===== config.mk =====
export PLATFORM = sky130hd
export DESIGN_NAME = i8080_ram
export DESIGN_NICKNAME = d
export VERILOG_FILES = /design/src/hdl/i8080_ram.sv
export SDC_FILE = /design/constraint.sdc
export NUM_CORES = 2
export LEC_CHECK = 0
export BUFFER_PORTS_ARGS = -buffer_cell sky130_fd_sc_hd__clkbuf_2
export CAP_MARGIN = 5
export CORE_UTILIZATION = 40
export CTS_CLUSTER_DIAMETER = 200
export DETAILED_ROUTE_END_ITERATION = 6
export PLACE_DENSITY = 0.63
export SYNTH_ARGS = -nofsm -noshare
export SYNTH_HDL_FRONTEND = slang
export SYNTH_SLANG_ARGS = --single-unit

===== constraint.sdc =====
create_clock -name aclk -period 2.9 [get_ports aclk]
set_clock_uncertainty 0.1 [all_clocks]
set_input_delay 0 -clock aclk [delete_from_list [all_inputs] [get_ports aclk]]
set_output_delay 0 -clock aclk [all_outputs]
set_load 0.02 [all_outputs]

===== src/hdl/i8080_ram.sv =====
module i8080_ram #(
    parameter int WIDTH = 8,
    parameter int DEPTH = 256
) (
    input  logic                     aclk,
    input  logic                     we,
    input  logic [$clog2(DEPTH)-1:0] waddr,
    input  logic [WIDTH-1:0]         wdata,
    input  logic [$clog2(DEPTH)-1:0] raddr,
    output logic [WIDTH-1:0]         rdata
);

    logic [WIDTH-1:0] mem [DEPTH];

    always_ff @(posedge aclk) begin
        if (we) begin
            mem[waddr] <= wdata;
        end
        rdata <= mem[raddr];
    end

endmodule


==> out/metrics.cfg <==
[power_and_ir_drop]
p_per_area_mw_per_mm2 = 663
peakVddDrop_v = 0.000509
leakage_nw = 29.5
p_comb_frac = 0.053
internal-power_mw = 48.3
seqPwrFrac = 0.533
switching_power_mw = 13.3
swShare = 0.215
clock_power_share = 0.414

[route]
wirelength_um = 201000
drt_iter0_drc = 4740
vias = 40567
met1Wirelength_um = 82100
drtAntennaViolNets = 0
avgRoutedWirePerCell_um = 28.4
met3_length_um = 16300
wl_met2_um = 97200
top_layer = met5
drc = 0
vias_per_cell = 5.73
first_pass_iters = 6

[timing]
relSlewSlack = 0.311
setup_viol = 0
worstMarginPinSlew_ns = 1.03
fin_tns_setup_ns = 0
fmax_ghz = 0.357
report.final.slew_viol_count = 0
fin_crit_sh = 0.966
period_needed_ns = 2.80
rsz0062_at_grt = no
finalHoldViolCount = 0

[synth]
ys.flop_type = edfxtp_1
synth_cells = 3733
synth_compound_area_frac = 0.0342
yosys.area_share.simple = 0.0263
synth_top_family_by_area = multiplexers
syn-num-nets = 3759
syn_area_per_cell_um2 = 21.3
async_reset_ff_frac = 0
synth_adder_area_share = 0
synth_cell_types = 55
synth_xor_area_frac = 0
ys_warn_count = 0
ys_ff_latch = 2056
synth_top_cell_by_area = edfxtp_1
synthMuxAreaShare = 0.146
synth_edf_count = 2048
yosysSeqAreaShare = 0.775
synth_area_leaders = edfxtp_1 77%, mux4_2 13%, mux2i_1 1.7%
ys_top_cells_by_count = 2,048 x edfxtp_1, 454 x mux4_2, 282 x nor2_1
synthMostInstantiatedCell = edfxtp_1
yosysTopAreaCellShare = 0.773
syn_area_mm2 = 0.0796

[outcome]
outcome = completed

[layout]
drive_gt1_frac = 0.293
multi_input_area_mm2 = 0.0165
seq_area_mm2 = 0.0617
fin_nets = 4295
fillers = 16242
synthToLayoutAreaGrowth_pct = 16.8
stdcell_count = 7081

[cts]
insertion_delay_ns = 0.85
htreeDepth = 4
clock_path_buffers = 3
clkTransAtPathRegs_ns = 0.06
cts_root_buffer = clkbuf_16
clock_sinks = 2056
cts_made_buffers = 203
cts_tree = yes

[grt]
grt_pass1_vias = 40126
grt_max_degree = 156
grt_usage = 0.200
grt_pass1_wl_um = 289000
antenna_found_initial = 9
overflow = 0

[critical_path]
worst_r2r_path_depth = 6
reg2reg_from = mem[64][1]$_DFFE_PP_
startpoint_type = register
r2r_end = rdata[1]$_DFF_P_
setup.worst_path.start = mem[64][1]$_DFFE_PP_
path_class = register to register
cp.required_ns = 3.48
r2r_setup_slack_ns = 0.1
worstPathArrival_ns = 3.38
endpoint = rdata[1]$_DFF_P_
cp_max_fo = 1
critPathCaptureType = register

[die]
num_rows = 163
dieArea_mm2 = 0.201
core-area_mm2 = 0.197
start_util = 0.403
die_x_um = 448
io_pins = 34
fp.dieH_um = 448

[placement]
dp_hpwl_um = 128000
place_inst = 6684
io_buffers = 33
gp_congestion = 0.849

[worst_hold_path]
timing.hold.worst.class = primary input to register

[run]
drv_cap = 0

[metal layers]
layer	vias to the layer above	track usage
li1	16776	-
met1	21596	0.283
met2	1873	0.319
met3	320	0.0353
met4	2	0.0593
met5	-	0
[cell type report]
class	count	share of cell area
Antenna cell	7	0.000189
Clock buffer	257	0.0576
Clock inverter	113	0.0114
Inverter	2	0.0000808
Multi-Input combinational cell	1442	0.178
Sequential cell	2056	0.664
Tap cell	2640	0.0356
Timing Repair Buffer	564	0.0536
[how the worst min path moves through the flow]
stage / from / endpoint / slack [ns] / cells past startpoint
after detailed placement: wdata[0] / mem[162][0]$_DFFE_PP_ / 0.16 / 1
final: wdata[4] / mem[225][4]$_DFFE_PP_ / 0.14 / 2
after floorplan: wdata[0] / mem[0][0]$_DFFE_PP_ / -0.001 / 0
after CTS: wdata[4] / mem[244][4]$_DFFE_PP_ / 0.09 / 2
after global placement: wdata[0] / mem[162][0]$_DFFE_PP_ / 0.16 / 1
after global routing: wdata[4] / mem[244][4]$_DFFE_PP_ / 0.13 / 2
[state kept, by name (all words and copies together), names as in the netlist]
name / count
rdata: 8
mem: 2048
[critical path, stage by stage, from the launching register on]
cell,delay [ns]
edfxtp_1,0.37
mux4_2,0.50
mux4_2,0.51
nor2b_1,0.19
nor4_1,0.73
buf_4,0.23
nor4_1,0.05
[layout by cell type (no fill, tap or decap), types with 44 or more instances in the layout]
cell type and count:
edfxtp_1 2048, nor2_1 279, mux4_2 454, clkbuf_1 48, buf_12 54, mux2i_1 134
clkinv_1 44, buf_4 459, o221ai_1 46, a22oi_1 133, a21oi_1 96, clkbuf_16 204
[power groups by stage]
stage	Clock (mW)	Sequential, mW	Combinational [mW]
global placement	0	33.4	3.21
finish	25.5	32.8	3.26
CTS	25.9	32.8	3.28
detailed placement	0	33.5	3.24
floorplan	0	33.4	1.59
global route	26.9	32.8	3.43
[cell families after synthesis]
family | after synthesis
AOI/OAI and AO/OA | 385
buffers and inverters | 235
DFF | 2056
muxes | 591
and+or+nand+nor | 466
[what timing repair did]
item / in CTS / in global routing
endpoints found under the setup margin: 2 / 1
resized for setup: 2 / 1
hold endpoints to repair: 2525 / 0
hold buffers: 20 / 0
setup buffers: 0 / 0
[per-stage QoR]
stage	worst slack, ns	power [mW]	utilization	hold slack, ns	area, um^2
after floorplan	0.862	35.0	-	-0.00113	79600
after global placement	-0.632	36.7	0.437	0.157	86200
after detailed placement	-0.586	36.7	0.437	0.156	86200
after CTS	0.0420	62.0	0.470	0.0943	92900
after global routing	0.0631	63.2	0.470	0.133	92900
final	0.0985	61.6	0.471	0.139	92900
(Power assumes the default switching activity.)
