===== config.mk =====
export PLATFORM = sky130hd
export DESIGN_NAME = i8080_alu
export DESIGN_NICKNAME = d
export VERILOG_FILES = /design/src/hdl/i8080_pkg.sv /design/src/hdl/i8080_alu.sv
export SDC_FILE = /design/constraint.sdc
export NUM_CORES = 1
export LEC_CHECK = 0
export ABC_AREA = 0
export BUFFER_PORTS_ARGS = -buffer_cell sky130_fd_sc_hd__buf_2
export CAP_MARGIN = 10
export CELL_PAD_IN_SITES_DETAIL_PLACEMENT = 0
export CELL_PAD_IN_SITES_GLOBAL_PLACEMENT = 1
export CORE_UTILIZATION = 44
export DETAILED_ROUTE_END_ITERATION = 8
export MAX_ROUTING_LAYER = met4
export PLACE_DENSITY = 0.92
export SKIP_LAST_GASP = 1
export SLEW_MARGIN = 25
export SYNTH_ARGS = -nofsm -noshare
export SYNTH_HDL_FRONTEND = slang
export SYNTH_SLANG_ARGS = --single-unit

===== constraint.sdc =====
create_clock -name vclk -period 5.75
set_input_delay 0.8625 -clock vclk [all_inputs]
set_output_delay 0.8625 -clock vclk [all_outputs]
set_load 0.01 [all_outputs]

===== src/hdl/i8080_pkg.sv =====
package i8080_pkg;

    localparam int ADDR_W     = 16;
    localparam int BYTE_W     = 8;
    localparam int SEL_W      = 3;
    localparam int OPER_W     = 2;
    localparam int GPR_NUM    = 6;
    localparam int IN_DATA_W  = 32;
    localparam int IN_USER_W  = 8;
    localparam int OUT_DATA_W = 40;
    localparam int OUT_USER_W = 8;

    localparam logic [OPER_W-1:0] OP_MEM_WR = 2'd0;
    localparam logic [OPER_W-1:0] OP_EXEC   = 2'd1;
    localparam logic [OPER_W-1:0] OP_REG_WR = 2'd2;

    localparam logic [SEL_W-1:0] REG_H = 3'd4;
    localparam logic [SEL_W-1:0] REG_L = 3'd5;
    localparam logic [SEL_W-1:0] SRC_M = 3'd6;
    localparam logic [SEL_W-1:0] SRC_A = 3'd7;

    localparam logic [2:0] GRP_ADD = 3'd0;
    localparam logic [2:0] GRP_ADC = 3'd1;
    localparam logic [2:0] GRP_SUB = 3'd2;
    localparam logic [2:0] GRP_SBB = 3'd3;
    localparam logic [2:0] GRP_ANA = 3'd4;
    localparam logic [2:0] GRP_XRA = 3'd5;
    localparam logic [2:0] GRP_ORA = 3'd6;

    localparam logic [BYTE_W-1:0] OPC_NOP    = 8'h00;
    localparam logic [BYTE_W-1:0] OPC_ALU_LO = 8'h80;
    localparam logic [BYTE_W-1:0] OPC_ALU_HI = 8'hB7;

    typedef struct packed {
        logic p;
        logic s;
        logic z;
        logic ac;
        logic cy;
    } flags_t;

endpackage


===== src/hdl/i8080_alu.sv =====
module i8080_alu
    import i8080_pkg::*;
(
    input  logic [2:0]        grp,
    input  logic [BYTE_W-1:0] a,
    input  logic [BYTE_W-1:0] v,
    input  logic              cin,
    output logic [BYTE_W-1:0] res,
    output flags_t            flags
);

    logic              sub;
    logic              c;
    logic [BYTE_W-1:0] vx;
    logic [BYTE_W:0]   full;
    logic [4:0]        low;
    logic              cy;
    logic              ac;

    // subtract as a + ~v + ~borrow, carry out inverted into borrow
    assign sub  = (grp == GRP_SUB) || (grp == GRP_SBB);
    assign c    = ((grp == GRP_ADC) || (grp == GRP_SBB)) ? cin : 1'b0;
    assign vx   = sub ? ~v : v;
    assign full = {1'b0, a} + {1'b0, vx} + {8'b0, c ^ sub};
    assign low  = {1'b0, a[3:0]} + {1'b0, vx[3:0]} + {4'b0, c ^ sub};

    always_comb begin
        unique case (grp)
            GRP_ADD, GRP_ADC, GRP_SUB, GRP_SBB: begin
                res = full[BYTE_W-1:0];
                cy  = full[BYTE_W] ^ sub;
                ac  = low[4] ^ sub;
            end
            GRP_ANA: begin
                res = a & v;
                cy  = 1'b0;
                ac  = 1'b1;
            end
            GRP_XRA: begin
                res = a ^ v;
                cy  = 1'b0;
                ac  = 1'b0;
            end
            default: begin
                res = a | v;
                cy  = 1'b0;
                ac  = 1'b0;
            end
        endcase
    end

    assign flags.cy = cy;
    assign flags.ac = ac;
    assign flags.z  = (res == '0);
    assign flags.s  = res[BYTE_W-1];
    assign flags.p  = ~^res;

endmodule


==> results.sh <==
export IMPL_firstDrtPassIters=4
export IMPL_cts_hold_buffers=0
export IMPL_rsz0062_at_grt="false"
export IMPL_final_cell_area_mm2=0.00138
export IMPL_hold_violations=0
export IMPL_power_density_mw_per_mm2=150
export IMPL_worst_pin_slew_ps=510
export IMPL_crit_path_start_kind="primary input"
export IMPL_maxCapViolations=0
export IMPL_min_path_cells=5
export IMPL_fin_nets=232
export IMPL_io_buffers=33
export IMPL_gp_congestion=0.833
export IMPL_crit_type="primary input to primary output"
export IMPL_fin_crit_sh_pct=87.7
export IMPL_synthTopCellsByArea="ha_1 27%, xnor2_1 9.3%, mux2_2 7.3%"
export IMPL_syn_cell_area_mm2=0.00123
export IMPL_finalPower_uw=206
export IMPL_grt_pass1_vias=1141
export IMPL_relSlewSlack_pct=65.5
export IMPL_fin_util_pct=53.7
export IMPL_seq_cells=0
export IMPL_routed_wl_mm=2.89
export IMPL_synth_fa_ha_area_share_pct=30.8
export IMPL_synth_nets=205
export IMPL_synthDistinctLibCells=39
export IMPL_worstSetupEndpointType="primary output"
export IMPL_die_h_um=54.8
export IMPL_antenna_cells=0
export IMPL_dpl_cell_area_mm2=0.00138
export IMPL_viasPerCell=5.53
export IMPL_initialDrtViolationCount=12
export IMPL_setup_violations_final=0
export IMPL_synth_compound_area_share_pct=20.1
export IMPL_crit_fanout=21
export IMPL_grt_start_max_net_pins=22
export IMPL_ant_nets=0
export IMPL_dp_hpwl_mm=2.36
export IMPL_ys_warnings_count=0
export IMPL_layout_drive_gt1_share_pct=26.5
export IMPL_grt_pass1_wl_mm=4.78
export IMPL_status="completed"
export IMPL_area_growth_pct=12.1
export IMPL_holdPathEnd="flags[0]"
export IMPL_synth_top_area_share_pct=27.5
export IMPL_synth_cells=156
export IMPL_synthTopCellsByCount="27 x ha_1, 20 x inv_1, 13 x xnor2_1"
export IMPL_ioPinCount=33
export IMPL_setup_tns_ps=0
export IMPL_slew_viol_final=0
export IMPL_post_place_ws_ps=740
export IMPL_seqCellArea_um2=0
export IMPL_fill_cells=257
export IMPL_fin_crit_ps=5040
export IMPL_drc=0
export IMPL_die_area_mm2=0.00301
export IMPL_yosys_area_top_type="ha_1"
export IMPL_synth_simple_area_share_pct=13.8
export IMPL_p_leak_uw=0.000734
export IMPL_cts_setup_buffers=0
export IMPL_die_x_um=54.8
export IMPL_crit_path_start="grp[2]"
export IMPL_multiInputGateArea_mm2=0.00110
export IMPL_muxShareOfSynthArea_pct=13.8
export IMPL_ir_worst_vdd_mv=0.122
export IMPL_yosysSeqAreaShare_pct=0
export IMPL_start_util_pct=47.9
export IMPL_antenna_found_initial=0
export IMPL_final_setup_worst_slack_ps=707
export IMPL_vias=1167
export IMPL_cp_arrival_ps=4180
export IMPL_core_area_mm2=0.00257
export IMPL_yosysMostFrequentCell="ha_1"
export IMPL_rows=18
export IMPL_routedWlPerCell_um=13.7
export IMPL_synth_top_family_by_area="adder cells"
export IMPL_hold_path_class="primary input to primary output"
export IMPL_syn_avg_cell_area_um2=7.88
export IMPL_nClkBuffers=0
export IMPL_cts_resized=0
export IMPL_gr_usage_all_layers_pct=21.9
export IMPL_fmax_mhz=198
export IMPL_worstPathRequired_ps=4890
export IMPL_synth_xor_area_share_pct=10.7
export IMPL_min_from="a[7]"
export IMPL_grt_overflow_total=0
-- worst max-delay path by stage --
stage	end	slack, ps	depth (start not counted)
floorplan	flags[4]	1170	13
CTS	flags[4]	740	14
finish	flags[4]	710	14
global route	flags[4]	530	14
global placement	flags[4]	910	14
detailed placement	flags[4]	740	14
-- layout by cell type (no fill, tap or decap), types with 2 or more instances in the layout --
| cell | n |
|---|---|
| and2_1 | 3 |
| o21bai_1 | 2 |
| buf_2 | 33 |
| ha_1 | 27 |
| nand2_1 | 10 |
| a21oi_1 | 7 |
| fa_1 | 2 |
| xnor2_1 | 13 |
| a211oi_1 | 4 |
| o211ai_1 | 4 |
| nand2b_1 | 3 |
| inv_1 | 20 |
| o21ai_0 | 6 |
| mux2i_1 | 8 |
| mux2_2 | 8 |
| nor2_1 | 6 |
| a21o_1 | 3 |
| xor2_1 | 2 |
| nor2b_1 | 2 |
-- power breakdown --
group / leakage (µW) / switching (µW) / internal (µW)
Sequential: 0 / 0 / 0
Clock: 0 / 0 / 0
Combinational: 0.000734 / 108 / 97.8
-- metrics by stage --
stage,hold slack (ps),std cells
after floorplan,2000,156
after global placement,2270,211
after detailed placement,2280,211
after CTS,2280,211
after global routing,2330,211
final,2270,211
-- cell families after synthesis --
group	count (synthesis)
adder cells (fa/ha/maj)	29
XOR/XNOR	15
AND/OR/NAND/NOR	32
buffers and inverters	29
multiplexers	16
AO/OA/AOI/OAI	35
-- metal layers --
layer,wire length [µm],vias to the layer above,global-route usage [%]
met5,0,-,-
met4,45,0,4.70
met3,86,6,0.556
met2,1510,28,42.0
met1,1240,541,24.7
li1,-,592,-
-- cell type report --
cell class	count	area share (%)
well taps	30	2.72
multi-input cells	127	79.6
repair buffers	33	12.0
inverters	21	5.72
-- critical path, cell delays in order --
cell and delay, ps:
buf_2 310, inv_2 180, nand2_2 280, xnor2_1 140, fa_1 460, fa_1 440, a211oi_1 300, o21bai_1 160
mux2i_1 160, and2_1 150, ha_1 300, xnor2_1 160, xnor2_1 130, buf_2 140
Note: power is estimated with default switching activity, not from simulation.
